File: config.mk
export PLATFORM = sky130hd
export DESIGN_NAME = psra_alu
export DESIGN_NICKNAME = d
export VERILOG_FILES = /design/src/hw/rtl/psra_pkg.sv /design/src/hw/rtl/psra_alu.sv
export SDC_FILE = /design/constraint.sdc
export NUM_CORES = 1
export LEC_CHECK = 0
export ABC_AREA = 1
export BUFFER_PORTS_ARGS = -buffer_cell sky130_fd_sc_hd__buf_2
export CAP_MARGIN = 20
export CORE_MARGIN = 1.5
export CORE_UTILIZATION = 40
export DETAILED_ROUTE_END_ITERATION = 8
export GPL_ROUTABILITY_DRIVEN = 0
export SETUP_SLACK_MARGIN = 0.02
export SYNTH_ARGS = -nofsm -noshare
export SYNTH_HDL_FRONTEND = slang
export SYNTH_SLANG_ARGS = --single-unit
File: constraint.sdc
create_clock -name vclk -period 1.5
set_input_delay 0.075 -clock vclk [all_inputs]
set_output_delay 0.075 -clock vclk [all_outputs]
set_load 0.01 [all_outputs]
File: src/hw/rtl/psra_pkg.sv
// ----------------------------------------------------------------------------
// psra_pkg
// Shared types and constants of the page slot range allocator.
// ----------------------------------------------------------------------------
`default_nettype none

package psra_pkg;

  localparam int DATA_W = 34;
  localparam int OFFSET_W = 33;
  localparam int SIZE_W = 32;

  localparam logic [DATA_W-1:0] WINDOW_BASE = 34'h1_0000_0000;

  localparam logic MODE_ALLOC = 1'b0;
  localparam logic MODE_RELEASE = 1'b1;

  typedef enum logic [1:0] {
    ST_DONE = 2'd0,
    ST_NO_SPACE = 2'd1,
    ST_OUT_OF_WINDOW = 2'd2,
    ST_TABLE_FULL = 2'd3
  } status_t;

  typedef enum logic {
    ALU_ADD = 1'b0,
    ALU_SUB = 1'b1
  } alu_op_t;

  typedef enum logic [5:0] {
    S_IDLE, S_NEED, S_NEED2,
    S_ARD, S_ACHK, S_ASPL1, S_ASPL2, S_ATOP, S_ATOP2, S_ATOP3,
    S_SHRD, S_SHWR,
    S_RCLAMP, S_RCLAMP2, S_RRD, S_RCHK, S_RP1, S_RP2,
    S_RM1, S_RM2, S_RM3, S_RM4, S_RM5, S_RM6, S_RM7,
    S_RS1, S_RS2, S_RS3, S_RS4, S_RS5,
    S_RINS, S_UPRD, S_UPWR, S_FIN
  } state_t;

endpackage

`default_nettype wire

File: src/hw/rtl/psra_alu.sv
// ----------------------------------------------------------------------------
// psra_alu
// Shared adder/subtractor with less-than and equal flags.
// ----------------------------------------------------------------------------
`default_nettype none

module psra_alu (
  input  wire psra_pkg::alu_op_t              op,
  input  wire logic [psra_pkg::DATA_W-1:0]    a,
  input  wire logic [psra_pkg::DATA_W-1:0]    b,
  output logic      [psra_pkg::DATA_W-1:0]    res,
  output logic                                lt,
  output logic                                eq
);

  import psra_pkg::*;

  always_comb begin
    case (op)
      ALU_ADD: res = a + b;
      ALU_SUB: res = a - b;
      default: res = a + b;
    endcase
  end

  assign lt = (a < b);
  assign eq = (a == b);

endmodule

`default_nettype wire

# ---- Word level (Yosys, flattened, before mapping)
# Index checks and enable logic that the tools add are counted.
dict set report totals {
  register_bits 0
  latch_bits 0
  mem_bits_rw 0
  mem_bits_ro 0
  in_bits 69
  output_inout_bits 36
  word_cells 6
  mem_count 0
}
dict set report classes {
  add_sub_neg 2
  n_mul 0
  div_mod_pow 0
  n_lt_le_gt_ge 1
  eq_ne 1
  n_shift 0
  muxes 1
  bitwise 1
  n_reduce_logical 0
}
# cell count
set op_table {}
lappend op_table {{34-bit case mux with 2 select lines} 1}
lappend op_table {{34-bit adder} 1}
lappend op_table {{34-bit equality test} 1}
lappend op_table {{34-bit less-than comparator} 1}
lappend op_table {{34-bit subtractor} 1}
lappend op_table {{1-bit inverter} 1}

# ---- Logic depth before layout (Yosys ltp)
dict set report depth {
  depth_word 2
  ltp_mapped 17
  depth_no_buf 17
}

# ---- Worst setup path before layout
# Ideal clock, no wire load.
dict set report synth_path {
  kind {input-to-output}
  from {in a[0] in the netlist's numbering}
  to {out res[14] in the netlist's numbering}
  arrival_time_ns 1.614
  required_ns 1.425
  path_slack_ns -0.189
  cell_stages 12
  n_path_buf 0
  cell_sequence {inv_1 > ha_1 > fa_1 > nand3b_1 > nor2_1 > inv_1 > nand2_1 > nand2_1 > nand2_1 > nand2_1 > o21ai_1 > xor2_1}
}
dict set report synth_via {
  elab_chain_cells 2
  word_cells_on_any_way 3
  classes_between {2 x add/sub; 1 x mux}
}
# item line
set synth_lines {}
lappend synth_lines {{start: declaration} psra_alu.sv:9} ;# input wire logic [psra_pkg::DATA_W-1:0] a,
lappend synth_lines {{34-bit subtractor or 34-bit adder (tied branches)} n/a}
lappend synth_lines {{34-bit case mux with 2 select lines (*)} psra_alu.sv:19} ;# case (op)
lappend synth_lines {{end: declaration} psra_alu.sv:11} ;# output logic [psra_pkg::DATA_W-1:0] res,
# Every way passes the cells marked *; elsewhere a longest branch is shown, timed or not.

# ---- Worst setup path in the final report
dict set report layout_path {
  from {in a[5] in the netlist's numbering}
  to {out res[23] in the netlist's numbering}
}
# The elaborated chain is that of the path after synthesis.

==> impl_metrics.tcl <==
set metrics [dict create \
    io_pins 105 \
    worst_setup_end_kind "primary output" \
    power.share.combinational_pct 100.0 \
    finalWirelength_um 24500 \
    worst-slew-pin-transition_ns 0.413 \
    route.vias.total 8212 \
    setup_repair_after_global_routing_missed_its_margin "yes" \
    fin_util_pct 77.8 \
    post_route_design_area_um2 9470 \
    port_buffers 105 \
    insertedDiodeCount 0 \
    cpMostUsedCell "nand2_1" \
    final-seq-area_um2 0 \
    ys.warnings.count 0 \
    grt_pass1_vias 7206 \
    critical_path_class "in2out" \
    floorplan.die.width_um 115 \
    maxCapViolCount 0 \
    detailedRoute.firstIterationViolations 833 \
    critPathMaxStageDelay_ns 0.27 \
    syn_nets 1150 \
    drc 0 \
    failing_checks "negative setup slack" \
    sw_frac_of_total_pct 55.0 \
    final.period_utilization_pct 139 \
    critPathArrivalTime_ns 2.01 \
    global_route_wire_length_before_repair_um 34000 \
    dpl-instance-area_um2 7130 \
    seq_power_share_pct 0 \
    final_layout_size_suffix_gt1_share_pct 51.2 \
    floorplan.die_area_um2 13300 \
    critical_path.max_fanout 6 \
    num_rows 40 \
    p_int_mw 1.94 \
    hold_path_startpoint "b[0]" \
    syn_area_um2 5040 \
    routed_wire_length_per_instance_um 16.5 \
    floorplan.initialDensity_pct 41.5 \
    post_synth.cell_area_avg_um2 4.98 \
    worstPathCellList "buf_6 -> ha_4 -> buf_6 -> nor2_4 -> inv_2 -> nor2_4 -> nand2_2 -> nand2_2 -> nand3_2 -> nand2_2 -> nand2_1 -> nand2_1 -> nand2_1 -> nand2_1 -> nand2_1 -> buf_2" \
    post-synth-top-area-cell "nand2_1" \
    track_usage_pct 31.8 \
    max_freq_mhz 480 \
    slowest_stage "ha_4" \
    yosys-top-cells-area "nand2_1, ha_1, inv_1, nor2_1, a21oi_1" \
    drv_slew 0 \
    cts_hold_fix_bufs 0 \
    power.switching_mw 2.38 \
    core_area_um2 12200 \
    ys_types 36 \
    vdd_ir_drop_max_mv 0.280 \
    max_slew_margin_pct 72.1 \
    post-dp-hpwl_um 16300 \
    power-per-cell-area_nw_per_um2 456 \
    antenna_found_initial 0 \
    area_share_of_the_largest_cell_type_after_synthesis_pct 26.9 \
    run_status "complete, but fails checks" \
    layout.cells.most_common "nand2_1" \
    post_synth_inst_count 1012 \
    power.leakage_nw 4.85 \
    clock_power_share_pct 0 \
    worstPathRequired_ns 1.42 \
    finalCriticalPeriod_ns 2.08 \
    final_cell_mix "nand2_1, buf_4, inv_1" \
    chipHeight_um 115 \
    ff_latch_count 0 \
    flow.area_growth_from_synthesis_pct 87.8 \
    fill_cells 829 \
    finalNetCount 1461 \
    drt-pass1-iter-count 6 \
    ys_seq_area_share_pct 0 \
    remaining_global_route_overflow 0 \
    finalSetupViolations 33 \
    drt.antenna.violating_nets 0 \
    final_critical_path_setup_slack_ns -0.581 \
    critPathLaunchType "primary input" \
    power_mw 4.32 \
    number_of_clock_buffers_in_the_layout 0 \
    maximum_number_of_pins_on_one_net_before_global_route_repair 46 \
    worstHoldPathCells 4 \
    routed_via_density 5.52 \
    holdPathEnd "res[0]" \
    fin_tns_setup_ns -13.20 \
    worstHoldPathType "in2out" \
    timing.hold.ws_ns 0.520 \
    timing.final.hold_violations 0 \
]
kinds of logic (layout without fill, tap and decap cells):
kind of cell	after synthesis	after routing	synth area share, %
xor gates and xnor gates	18	18	3.13
AOI/OAI and AO/OA	141	141	15.8
and+or+nand+nor	587	587	48.3
adders and majority gates	69	69	17.4
buffers and inverters	197	506	15.4
cell usage after synthesis (all sizes together):
cell / count
xnor2: 1
nand3: 63
xor2: 17
buf: 20
nor4: 2
a21oi: 64
or2: 1
inv: 174
nand2: 363
clkbuf: 3
a31oi: 1
fa: 2
a21boi: 2
nor3: 20
and2b: 1
o211ai: 3
o21a: 1
o21ai: 44
nor2: 117
o21bai: 23
a21o: 2
nand3b: 5
nand4: 15
a211oi: 1
ha: 67
critical path, delay by kind of cell:
kind	cells	cell delay, ns
adders and majority gates	1	0.27
buffers and inverters	4	0.47
and+or+nand+nor	11	1.19
power by group through the flow:
stage | Combinational, mW | Sequential, mW | Clock, mW
floorplan | 1.64 | 0 | 0
global placement | 2.94 | 0 | 0
detailed placement | 2.96 | 0 | 0
CTS | 3.73 | 0 | 0
global route | 4.59 | 0 | 0
finish | 4.32 | 0 | 0
how the worst max path moves through the flow:
stage,start,endpoint
after global routing,a[0],res[20]
after global placement,a[24],res[33]
after detailed placement,a[0],res[28]
final,a[5],res[23]
after CTS,a[0],res[26]
after floorplan,a[0],res[14]
final cells by class:
type	count	area, µm²	share of cell area, %
multi-input cells	815	5910	62.4
inverters	174	701	7.40
well taps	168	210	2.22
repair buffers	332	2650	28.0
metrics by stage:
step	instances	worst slack, ns
after floorplan	1012	-0.0743
after global placement	1443	-0.548
after detailed placement	1443	-0.545
after CTS	1464	-0.448
after global routing	1489	-0.690
final	1489	-0.581
per-layer routing:
metal / GRT usage (%) / up-vias / wire, µm
met5: 0 / - / 0
met4: 8.15 / 0 / 1490
met3: 3.11 / 169 / 2450
met2: 56.0 / 572 / 11400
met1: 41.6 / 3679 / 9140
li1: - / 3792 / -
what timing repair did:
item / in CTS / in global routing
gates resized for setup: 357 / 157
setup endpoints to repair: 33 / 33
setup buffers: 22 / 26
pin swaps: 132 / 101
Note: power is estimated with default switching activity, not from simulation.
