<file path="src/hw/rtl/psra_ram.sv">
// ----------------------------------------------------------------------------
// psra_ram
// Generic single write port, single read port RAM with registered read.
// ----------------------------------------------------------------------------
`default_nettype none

module psra_ram #(
  parameter int WIDTH = 8,
  parameter int DEPTH = 16
) (
  input  wire logic                     clk,
  input  wire logic                     we,
  input  wire logic [$clog2(DEPTH)-1:0] waddr,
  input  wire logic [WIDTH-1:0]         wdata,
  input  wire logic [$clog2(DEPTH)-1:0] raddr,
  output logic      [WIDTH-1:0]         rdata
);

  logic [WIDTH-1:0] mem [DEPTH];

  always_ff @(posedge clk) begin
    if (we) begin
      mem[waddr] <= wdata;
    end
    rdata <= mem[raddr];
  end

endmodule

`default_nettype wire

</file>
<file path="config.mk">
export PLATFORM = sky130hd
export DESIGN_NAME = psra_ram
export DESIGN_NICKNAME = d
export VERILOG_FILES = /design/src/hw/rtl/psra_ram.sv
export SDC_FILE = /design/constraint.sdc
export NUM_CORES = 1
export LEC_CHECK = 0
export BUFFER_PORTS_ARGS = -buffer_cell sky130_fd_sc_hd__buf_4
export CAP_MARGIN = 10
export CORE_UTILIZATION = 65
export DETAILED_ROUTE_END_ITERATION = 10
export HOLD_SLACK_MARGIN = 0.12
export PLACE_DENSITY = 0.86
export SLEW_MARGIN = 20
export SYNTH_ARGS = -nofsm -noshare
export SYNTH_HDL_FRONTEND = slang
export SYNTH_SLANG_ARGS = --single-unit
</file>
<file path="constraint.sdc">
create_clock -name clk -period 3.6 [get_ports clk]
set_clock_uncertainty 0.05 [all_clocks]
set_input_delay 0.18 -clock clk [delete_from_list [all_inputs] [get_ports clk]]
set_output_delay 0.18 -clock clk [all_outputs]
set_load 0.02 [all_outputs]
</file>
# After elaboration in Yosys (flattened, before gate mapping)
# Memory sizes are Yosys's and may differ from the RTL's. A register that Yosys moved wholly into a read port is not among the register bits.
# Cells that the tools add are included.
[totals] reg_bits=0 ramBits=128 inputBits=18 mem_count=1
[classes] mux=2
[memory_table] memory="mem" words=16 word_bits=8 read_ports=1 rd_clocked_by_memory_dff=1 wr=1 line_no="19" source="logic [WIDTH-1:0] mem [DEPTH];"
[ops] operator="two-way mux 1 bit" count=2

# Logic depth before layout (Yosys ltp)
# Gate-level depths: netlist of run 1.
[logic_depth] word_depth=2 mapped_depth=5

# Worst setup path before layout of run 1
# No wires, ideal clock.
[synth_timing] kind="input-to-reg" from="in waddr[2]" to="mem mem[0][0], enable pin" setup_ps=383 arrival_time_ps=1290 required_ps=3167 path_slack_ps=1877 stages=2 path_cell_list="or3b_2 -> nor3_1"
[synth_rtl] element="start, declared" line_no="13" source="input wire logic [$clog2(DEPTH)-1:0] waddr,"
[synth_rtl] element="end, declared" line_no="19"
# No word-level cell before the write port.

# Worst setup path after layout of run 1
[layout_timing] from="in waddr[1]" to="mem mem[8][2], enable pin"
# No word-level cell before the write port.

==> reports/qor.yml, run 1 <==
timing:
  period_minus_slack_ps: 1830
  final_max_slew_viol_count: 0
  finalSetupTns_ps: 0
  timing.final.crit_share: 0.507
  final-setup-viol-count: 0
  grt_setup_unrepaired: "no"
  tightest_slew_ps: 955
  hold_viol: 0
  max_freq_ghz: 0.548
  fin_ws_ps: 1770
  relSlewSlack: 0.361
grt:
  grt_pass1_wl_mm: 15.7
  met3_usage: 0.0637
  antenna_found_initial: 0
  grt_pass1_vias: 2675
  grt_max_degree: 33
  grt_use_total: 0.283
  overflow: 0
  grtUsageMet2: 0.451
  gr-max-usage-layer: "met2"
  grt_use_met1: 0.376
synthesis:
  synth_nets: 247
  synth_warnings: 0
  ys_seq_area_frac: 0.778
  synth_edf_count: 128
  syn_area_mm2: 0.00515
  synth_area_leaders: "edfxtp_1, mux4_2, mux4_1, dfxtp_1, a22oi_1"
  async_flop_share: 0
  synthTopCellsByCount: "edfxtp_1, mux4_2, a22oi_1, mux4_1, nor2_1"
  ys.flop_type: "edfxtp_1"
  synth_top_area_share: 0.747
  synth-seq-cells: 136
  synth.avg_cell_area_um2: 22.5
  yosys.area.top_type: "edfxtp_1"
  synth_cells: 229
  synth_cell_type_count: 19
  yosysMostFrequentCell: "edfxtp_1"
detailed_routing:
  antenna_left: 0
  via_per_inst: 6.49
  route.detailed.wl_per_inst_um: 26.7
  num_vias: 2549
  totalWireLength_mm: 10.5
  firstDrtPassIters: 5
  route.detailed.drc: 0
  drtIter0Drc: 285
critical_path:
  end_kind: "register"
  crit_fanout: 8
  cp.required_ps: 3710
  worstPathArrival_ps: 1940
  startpoint_type: "input port"
  crit_type: "input port to register"
place:
  dpl.hpwl_mm: 5.48
  gp_congestion: 0.734
  dp_worst_setup_slack_ps: 1510
  port_buffers: 25
layout:
  finalNetCount: 296
  syn2layout_area_growth_pct: 19.8
  multi_input_area_mm2: 0.00107
  nFillCells: 376
  diodes: 0
  seq_area_mm2: 0.00400
  drive_gt1_frac: 0.268
clock_tree:
  cts_tree: "done"
  post_cts_buffers: 0
  htreeDepth: 4
  cts_sinks: 136
  root_buffer: "clkbuf_8"
  cts_hold_buf: 12
  path_clk_slew_ps: 60
  cts.path.max_buffers: 2
  clkLatencyLatePin_ps: 520
  cts_resized: 0
  cts_made_buffers: 17
power:
  powerDensity_mw_per_mm2: 621
  report.power.total_mw: 3.83
  leakage_nw: 2.09
  ir_drop_uv: 565
die:
  die_x_um: 91.0
  core-area_mm2: 0.00769
  start_util: 0.670
  die_h_um: 91.0
  rows: 32
  dieArea_mm2: 0.00828
  num_io_pins: 26
hold_path:
  hold_path.class: "input port to register"
run_status:
  outcome: "finished, final reports clean"
flow_run:
  cap_viol_max_count: 0
==> worst max-delay path: stages <==
cell and delay [ps]:
dlygate4sd3_1 530, buf_4 160, nor3_2 180, dlygate4sd3_1 880
==> cells in the final DEF (no fill, tap or decap) <==
| cell | Yosys | layout |
|---|---|---|
| nor3_2 | 0 | 2 |
| clkbuf_8 | 0 | 2 |
| and2_1 | 1 | 1 |
| nor2b_1 | 1 | 1 |
| buf_4 | 1 | 27 |
| nor3_1 | 4 | 2 |
| nand2_1 | 9 | 9 |
| clkbuf_16 | 0 | 16 |
| dlygate4sd3_1 | 0 | 13 |
| a22oi_1 | 16 | 16 |
| and2b_1 | 1 | 1 |
| clkinv_2 | 0 | 2 |
| nor2_1 | 13 | 13 |
| mux4_2 | 18 | 18 |
| dfxtp_1 | 8 | 8 |
| or3b_2 | 1 | 1 |
| nand3_1 | 1 | 1 |
| bufinv_16 | 0 | 5 |
| edfxtp_1 | 128 | 128 |
| clkbuf_1 | 0 | 2 |
| clkinv_4 | 0 | 2 |
| nand2b_1 | 2 | 2 |
| nand3b_1 | 2 | 2 |
| mux4_1 | 14 | 14 |
| clkinvlp_4 | 0 | 3 |
==> state kept, by name, indices dropped and copies added (netlist names) <==
signal,count
mem,128
rdata,8
==> final timing paths <==
path              startpoint        end  slack [ps]  cells after the start
hold / removal      raddr[2]   rdata[7]         170                      4
hold reg to reg   mem[14][7]   rdata[7]         620                      3
setup reg to reg   mem[3][4]   rdata[4]        2150                      3
setup / recovery    waddr[1]  mem[8][2]        1770                      4
==> area by class of cell <==
type | instances | share of cell area
repair buffers | 40 | 0.0540
well taps | 102 | 0.0207
clock buffers | 20 | 0.0706
multi-input cells | 83 | 0.173
clock inverters | 12 | 0.0325
flip-flops and latches | 136 | 0.649
==> where the power goes <==
| part | leakage [nW] | internal (mW) | switching [mW] | total, mW |
|---|---|---|---|---|
| combinational | 0.562 | 0.0833 | 0.106 | 0.189 |
| clock | 0.301 | 1.21 | 0.647 | 1.86 |
| sequential | 1.22 | 1.77 | 0.0116 | 1.78 |
==> cell families (layout without fill, tap and decap cells) <==
| kind of cell | Yosys count | in the layout | synth area share |
|---|---|---|---|
| flops | 136 | 136 | 0.778 |
| compound gates | 16 | 16 | 0.0233 |
| mux | 32 | 32 | 0.150 |
| simple gates | 35 | 35 | 0.0318 |
| buf+inv | 10 | 72 | 0.0168 |
==> through the flow <==
step / hold slack [ps] / cells / utilization / area (µm²)
after global placement: 429 / 348 / 0.701 / 5390
after CTS: 121 / 392 / 0.800 / 6150
after floorplan: 229 / 229 / - / 5150
after global routing: 178 / 393 / 0.802 / 6170
after detailed placement: 447 / 348 / 0.702 / 5400
final: 169 / 393 / 0.802 / 6170
==> metal layers <==
metal / part of all wire / up-vias / wire, µm
li1: - / 1076 / -
met1: 0.39 / 1282 / 4050
met2: 0.51 / 166 / 5310
met3: 0.082 / 25 / 859
met4: 0.025 / 0 / 260
met5: 0 / - / 0
Note: power is estimated with default switching activity, not from simulation.
==> run 2, diff against run 1 <==
Settings changed: CORE_UTILIZATION 65 to 60, PLACE_DENSITY 0.86 to 0.8.
Clock period 3.6 ns to 1.9 ns, I/O delays scaled along.
==> run 2 against run 1 <==
  * Routed wire length is 1.2% higher
  * Register-to-register slack worse by 1700 ps
  * Sequential share of layout area is 1.5 points lower
  * Clock power is 92% higher
  * Die area is 8.1% higher
  * Critical path depth is 2 higher
  * Non-clock buffer count is 17 higher
  * Via count is 0.67% higher
  * Worst hold slack worse by 1.5 ps
  * Critical path type unchanged
  * Highest routed layer unchanged
==> reports/qor.yml, run 2 (synthesis results as in run 1) <==
layout:
  drive_gt1_frac: 0.292
  mostFrequentLayoutCell: "edfxtp_1"
  final_cell_mix: "edfxtp_1, buf_4, mux4_2, a22oi_1, clkbuf_16"
  finalNonFillerCells: 413
  regMostFlops: "mem"
  finalNetCount: 313
  nFillCells: 452
  syn2layout_area_growth_pct: 22.7
  final_area_mm2: 0.00631
  diodes: 0
  final_util: 0.765
  top_regs: "mem x128, rdata x8"
  largest_reg_flops: 128
power:
  powerDensity_mw_per_mm2: 1160
  leakage_nw: 2.18
  ir_drop_uv: 831
hold_path:
  hold_path.class: "input port to register"
grt:
  overflow: 0
  antenna_found_initial: 0
  grt_use_met1: 0.375
  grt_pass1_wl_mm: 16.0
  grt_use_total: 0.273
  grt_max_degree: 33
  met3_usage: 0.0668
  gr-max-usage-layer: "met2"
  grtUsageMet2: 0.423
  grt_pass1_vias: 2683
timing:
  grt_setup_unrepaired: "no"
  finalSetupTns_ps: 0
  period_minus_slack_ps: 1690
  tightest_slew_ps: 759
  relSlewSlack: 0.493
  timing.final.crit_share: 0.890
  final-setup-viol-count: 0
  final_max_slew_viol_count: 0
  hold_viol: 0
  max_freq_ghz: 0.592
die:
  start_util: 0.623
  core-area_mm2: 0.00826
  rows: 33
  die_x_um: 94.6
  dieArea_mm2: 0.00895
  die_h_um: 94.6
  num_io_pins: 26
place:
  placedCellCount: 367
  placed_area_mm2: 0.00553
  port_buffers: 25
  gp_congestion: 0.737
  dpl.hpwl_mm: 6.23
detailed_routing:
  via_per_inst: 6.21
  route.detailed.wl_per_inst_um: 25.7
  num_vias: 2566
  drtIter0Drc: 275
  route.detailed.drc: 0
  antenna_left: 0
  totalWireLength_mm: 10.6
  firstDrtPassIters: 4
clock_tree:
  root_buffer: "clkbuf_8"
  cts_made_buffers: 17
  cts_tree: "done"
  path_clk_slew_ps: 60
  cts_sinks: 136
  cts_resized: 0
  clkLatencyLatePin_ps: 510
  cts.path.max_buffers: 2
  htreeDepth: 4
flow_run:
  cap_viol_max_count: 0
critical_path:
  worstPathArrival_ps: 2020
  startpoint_type: "input port"
  critical-path-max-stage-delay_ps: 600
  critPathSlowestCell: "mux4_1"
  end_kind: "register"
  cp.required_ps: 2230
  worstPathCellList: "dlygate4sd3_1, buf_4, buf_12, mux4_1, a22oi_1, nand2_1"
  crit_type: "input port to register"
  crit_fanout: 20
run_status:
  outcome: "finished, final reports clean"
-- run 2: cell type report --
cell class                      count  area (µm²)  share of cell area
Sequential cell                   136        4000               0.634
Multi-Input combinational cell     83        1060               0.167
Timing Repair Buffer               57         475              0.0753
Clock buffer                       19         422              0.0668
Clock inverter                     13         225              0.0357
Tap cell                          105         131              0.0208
-- run 2: power breakdown --
group          switching (mW)  leakage (nW)  total, mW  internal (mW)
clock network            1.19         0.308       3.58           2.39
logic                   0.198         0.652      0.369          0.171
registers              0.0262          1.22       3.38           3.35
-- run 2: what timing repair did --
action / in CTS / in global routing
hold buffers: 14 / 0
hold endpoints to repair: 165 / 0
setup buffers: 0 / 0
-- run 2: critical path, delay by kind of cell --
| family | cells | cell delay (ps) |
|---|---|---|
| muxes | 1 | 600 |
| buffers and inverters | 3 | 920 |
| AOI/OAI and AO/OA | 1 | 290 |
| and+or+nand+nor | 1 | 110 |
-- run 2: through the flow --
step,worst slack (ps),power (mW),hold WS [ps]
finish,210,7.33,168
global route,205,7.53,173
CTS,212,7.38,147
detailed placement,367,3.79,365
global placement,386,3.77,346
floorplan,262,3.63,144
-- run 2: routing by layer --
layer | wire length [µm] | up-vias
met5 | 0 | -
met4 | 178 | 0
met3 | 938 | 11
met2 | 5490 | 138
met1 | 4010 | 1317
li1 | - | 1100
-- run 2: path summary, 6_finish.rpt --
| path | slack, ps | from | end | cells past startpoint |
|---|---|---|---|---|
| max reg2reg | 410 | mem[1][1] | rdata[1] | 3 |
| max | 210 | raddr[0] | rdata[1] | 6 |
| min reg2reg | 640 | mem[12][3] | rdata[3] | 3 |
| min | 170 | waddr[2] | mem[2][1] | 4 |
==> run 3, diff against run 2 <==
Settings changed: CORE_UTILIZATION 60 to 30, PLACE_DENSITY 0.8 to 0.47.
==> run 3 against run 2 <==
  * Die area increased by 98%
  * Worst setup slack improved by 230 ps
  * Clock-buffer cell count increased by 4
  * Maximum frequency increased by 16%
  * Sequential share of layout area decreased by 1.2 points
  * Combinational power increased by 3%
  * Register-to-register slack improved by 30 ps
  * Design area increased by 1.9%
  * Cell count increased by 28%
  * Critical path type is now register to register
==> reports/qor.yml, run 3 (synthesis results as in run 1) <==
die:
  die_x_um: 133
  start_util: 0.309
  die_h_um: 133
  num_io_pins: 26
  dieArea_mm2: 0.0177
  core-area_mm2: 0.0166
  rows: 47
grt:
  grt_pass1_wl_mm: 15.8
  overflow: 0
  grt_pass1_vias: 2622
  grt_max_degree: 19
  antenna_found_initial: 0
  grt_use_total: 0.128
detailed_routing:
  num_vias: 2403
  firstDrtPassIters: 4
  antenna_left: 0
  totalWireLength_mm: 10.3
  via_per_inst: 4.56
  drtIter0Drc: 154
  route.detailed.drc: 0
  route.detailed.wl_per_inst_um: 19.5
place:
  placedCellCount: 487
  gp_congestion: 0.708
  port_buffers: 25
  dpl.hpwl_mm: 6.84
run_status:
  outcome: "finished, final reports clean"
critical_path:
  end_kind: "register"
  cp.required_ps: 2140
  critPathLaunch: "mem[5][1]"
  r2r_end: "rdata[1]"
  worstReg2RegStart: "mem[5][1]"
  crit_type: "register to register"
  crit_path_end: "rdata[1]"
  worstPathArrival_ps: 1700
  startpoint_type: "register"
  r2r_cells: 3
  crit_fanout: 1
  r2r_slack_ps: 440
layout:
  final_cell_mix: "edfxtp_1, buf_4, mux4_2, clkbuf_16, a22oi_1"
  diodes: 0
  mostFrequentLayoutCell: "edfxtp_1"
  finalNetCount: 312
  drive_gt1_frac: 0.303
  regMostFlops: "mem"
  top_regs: "mem x128, rdata x8"
  largest_reg_flops: 128
  finalNonFillerCells: 527
  final_util: 0.387
  syn2layout_area_growth_pct: 25.0
  nFillCells: 1501
timing:
  tightest_slew_ps: 426
  hold_viol: 0
  timing.final.crit_share: 0.769
  final_max_slew_viol_count: 0
  grt_setup_unrepaired: "no"
  finalSetupTns_ps: 0
  max_freq_ghz: 0.685
  relSlewSlack: 0.716
  period_minus_slack_ps: 1460
  final-setup-viol-count: 0
power:
  leakage_nw: 2.18
  ir_drop_uv: 615
  powerDensity_mw_per_mm2: 1110
clock_tree:
  cts_made_buffers: 17
  cts_tree: "done"
  cts_sinks: 136
  htreeDepth: 4
  clkLatencyLatePin_ps: 410
  path_clk_slew_ps: 60
  post_cts_buffers: 0
  cts.path.max_buffers: 2
  root_buffer: "clkbuf_16"
hold_path:
  hold_path.class: "input port to register"
  holdCritStartpoint: "waddr[0]"
flow_run:
  cap_viol_max_count: 0
run 3: area by class of cell:
cell class | instances | area, µm² | share of cell area
clock buffers | 23 | 458 | 0.0712
clock inverters | 9 | 149 | 0.0231
multi-input cells | 83 | 1060 | 0.164
repair buffers | 56 | 490 | 0.0762
well taps | 220 | 275 | 0.0428
flip-flops and latches | 136 | 4000 | 0.622
run 3: stage by stage:
step           hold WS, ps  worst slack (ps)  area (µm²)  power [mW]
2_1_floorplan          144               262        5150        3.63
3_3_place_gp           362               233        5750        3.81
3_5_place_dp           369               225        5750        3.81
4_1_cts                146               429        6430        7.19
5_1_grt                158               369        6430        7.33
6_report               161               440        6430        7.11
run 3: layer usage:
layer  track usage  wire length (µm)  up-vias
li1              -                 -     1106
met1         0.163              4630     1242
met2         0.206              5130       43
met3        0.0303               358       12
met4        0.0632               171        0
met5             0                 0        -
run 3: what timing repair did:
| item | CTS | global route |
|---|---|---|
| hold endpoints to repair | 128 | 0 |
| hold buffers | 8 | 0 |
| gates resized for setup | 0 | 0 |
run 3: worst min path at each step:
| stage | endpoint | slack (ps) | cells past startpoint |
|---|---|---|---|
| CTS | mem[0][0] | 150 | 3 |
| floorplan | mem[0][0] | 140 | 0 |
| global route | mem[0][0] | 160 | 3 |
| detailed placement | mem[7][7] | 370 | 1 |
| finish | mem[4][4] | 160 | 3 |
| global placement | mem[6][7] | 360 | 1 |
run 3: power breakdown:
part / internal, mW / switching [mW]
clock network: 2.22 / 1.13
logic: 0.178 / 0.203
registers: 3.36 / 0.0175
run 3: critical path: stages (launching register included):
cell and delay [ps]:
edfxtp_1 360, mux4_1 550, a22oi_1 290, nand2_1 80
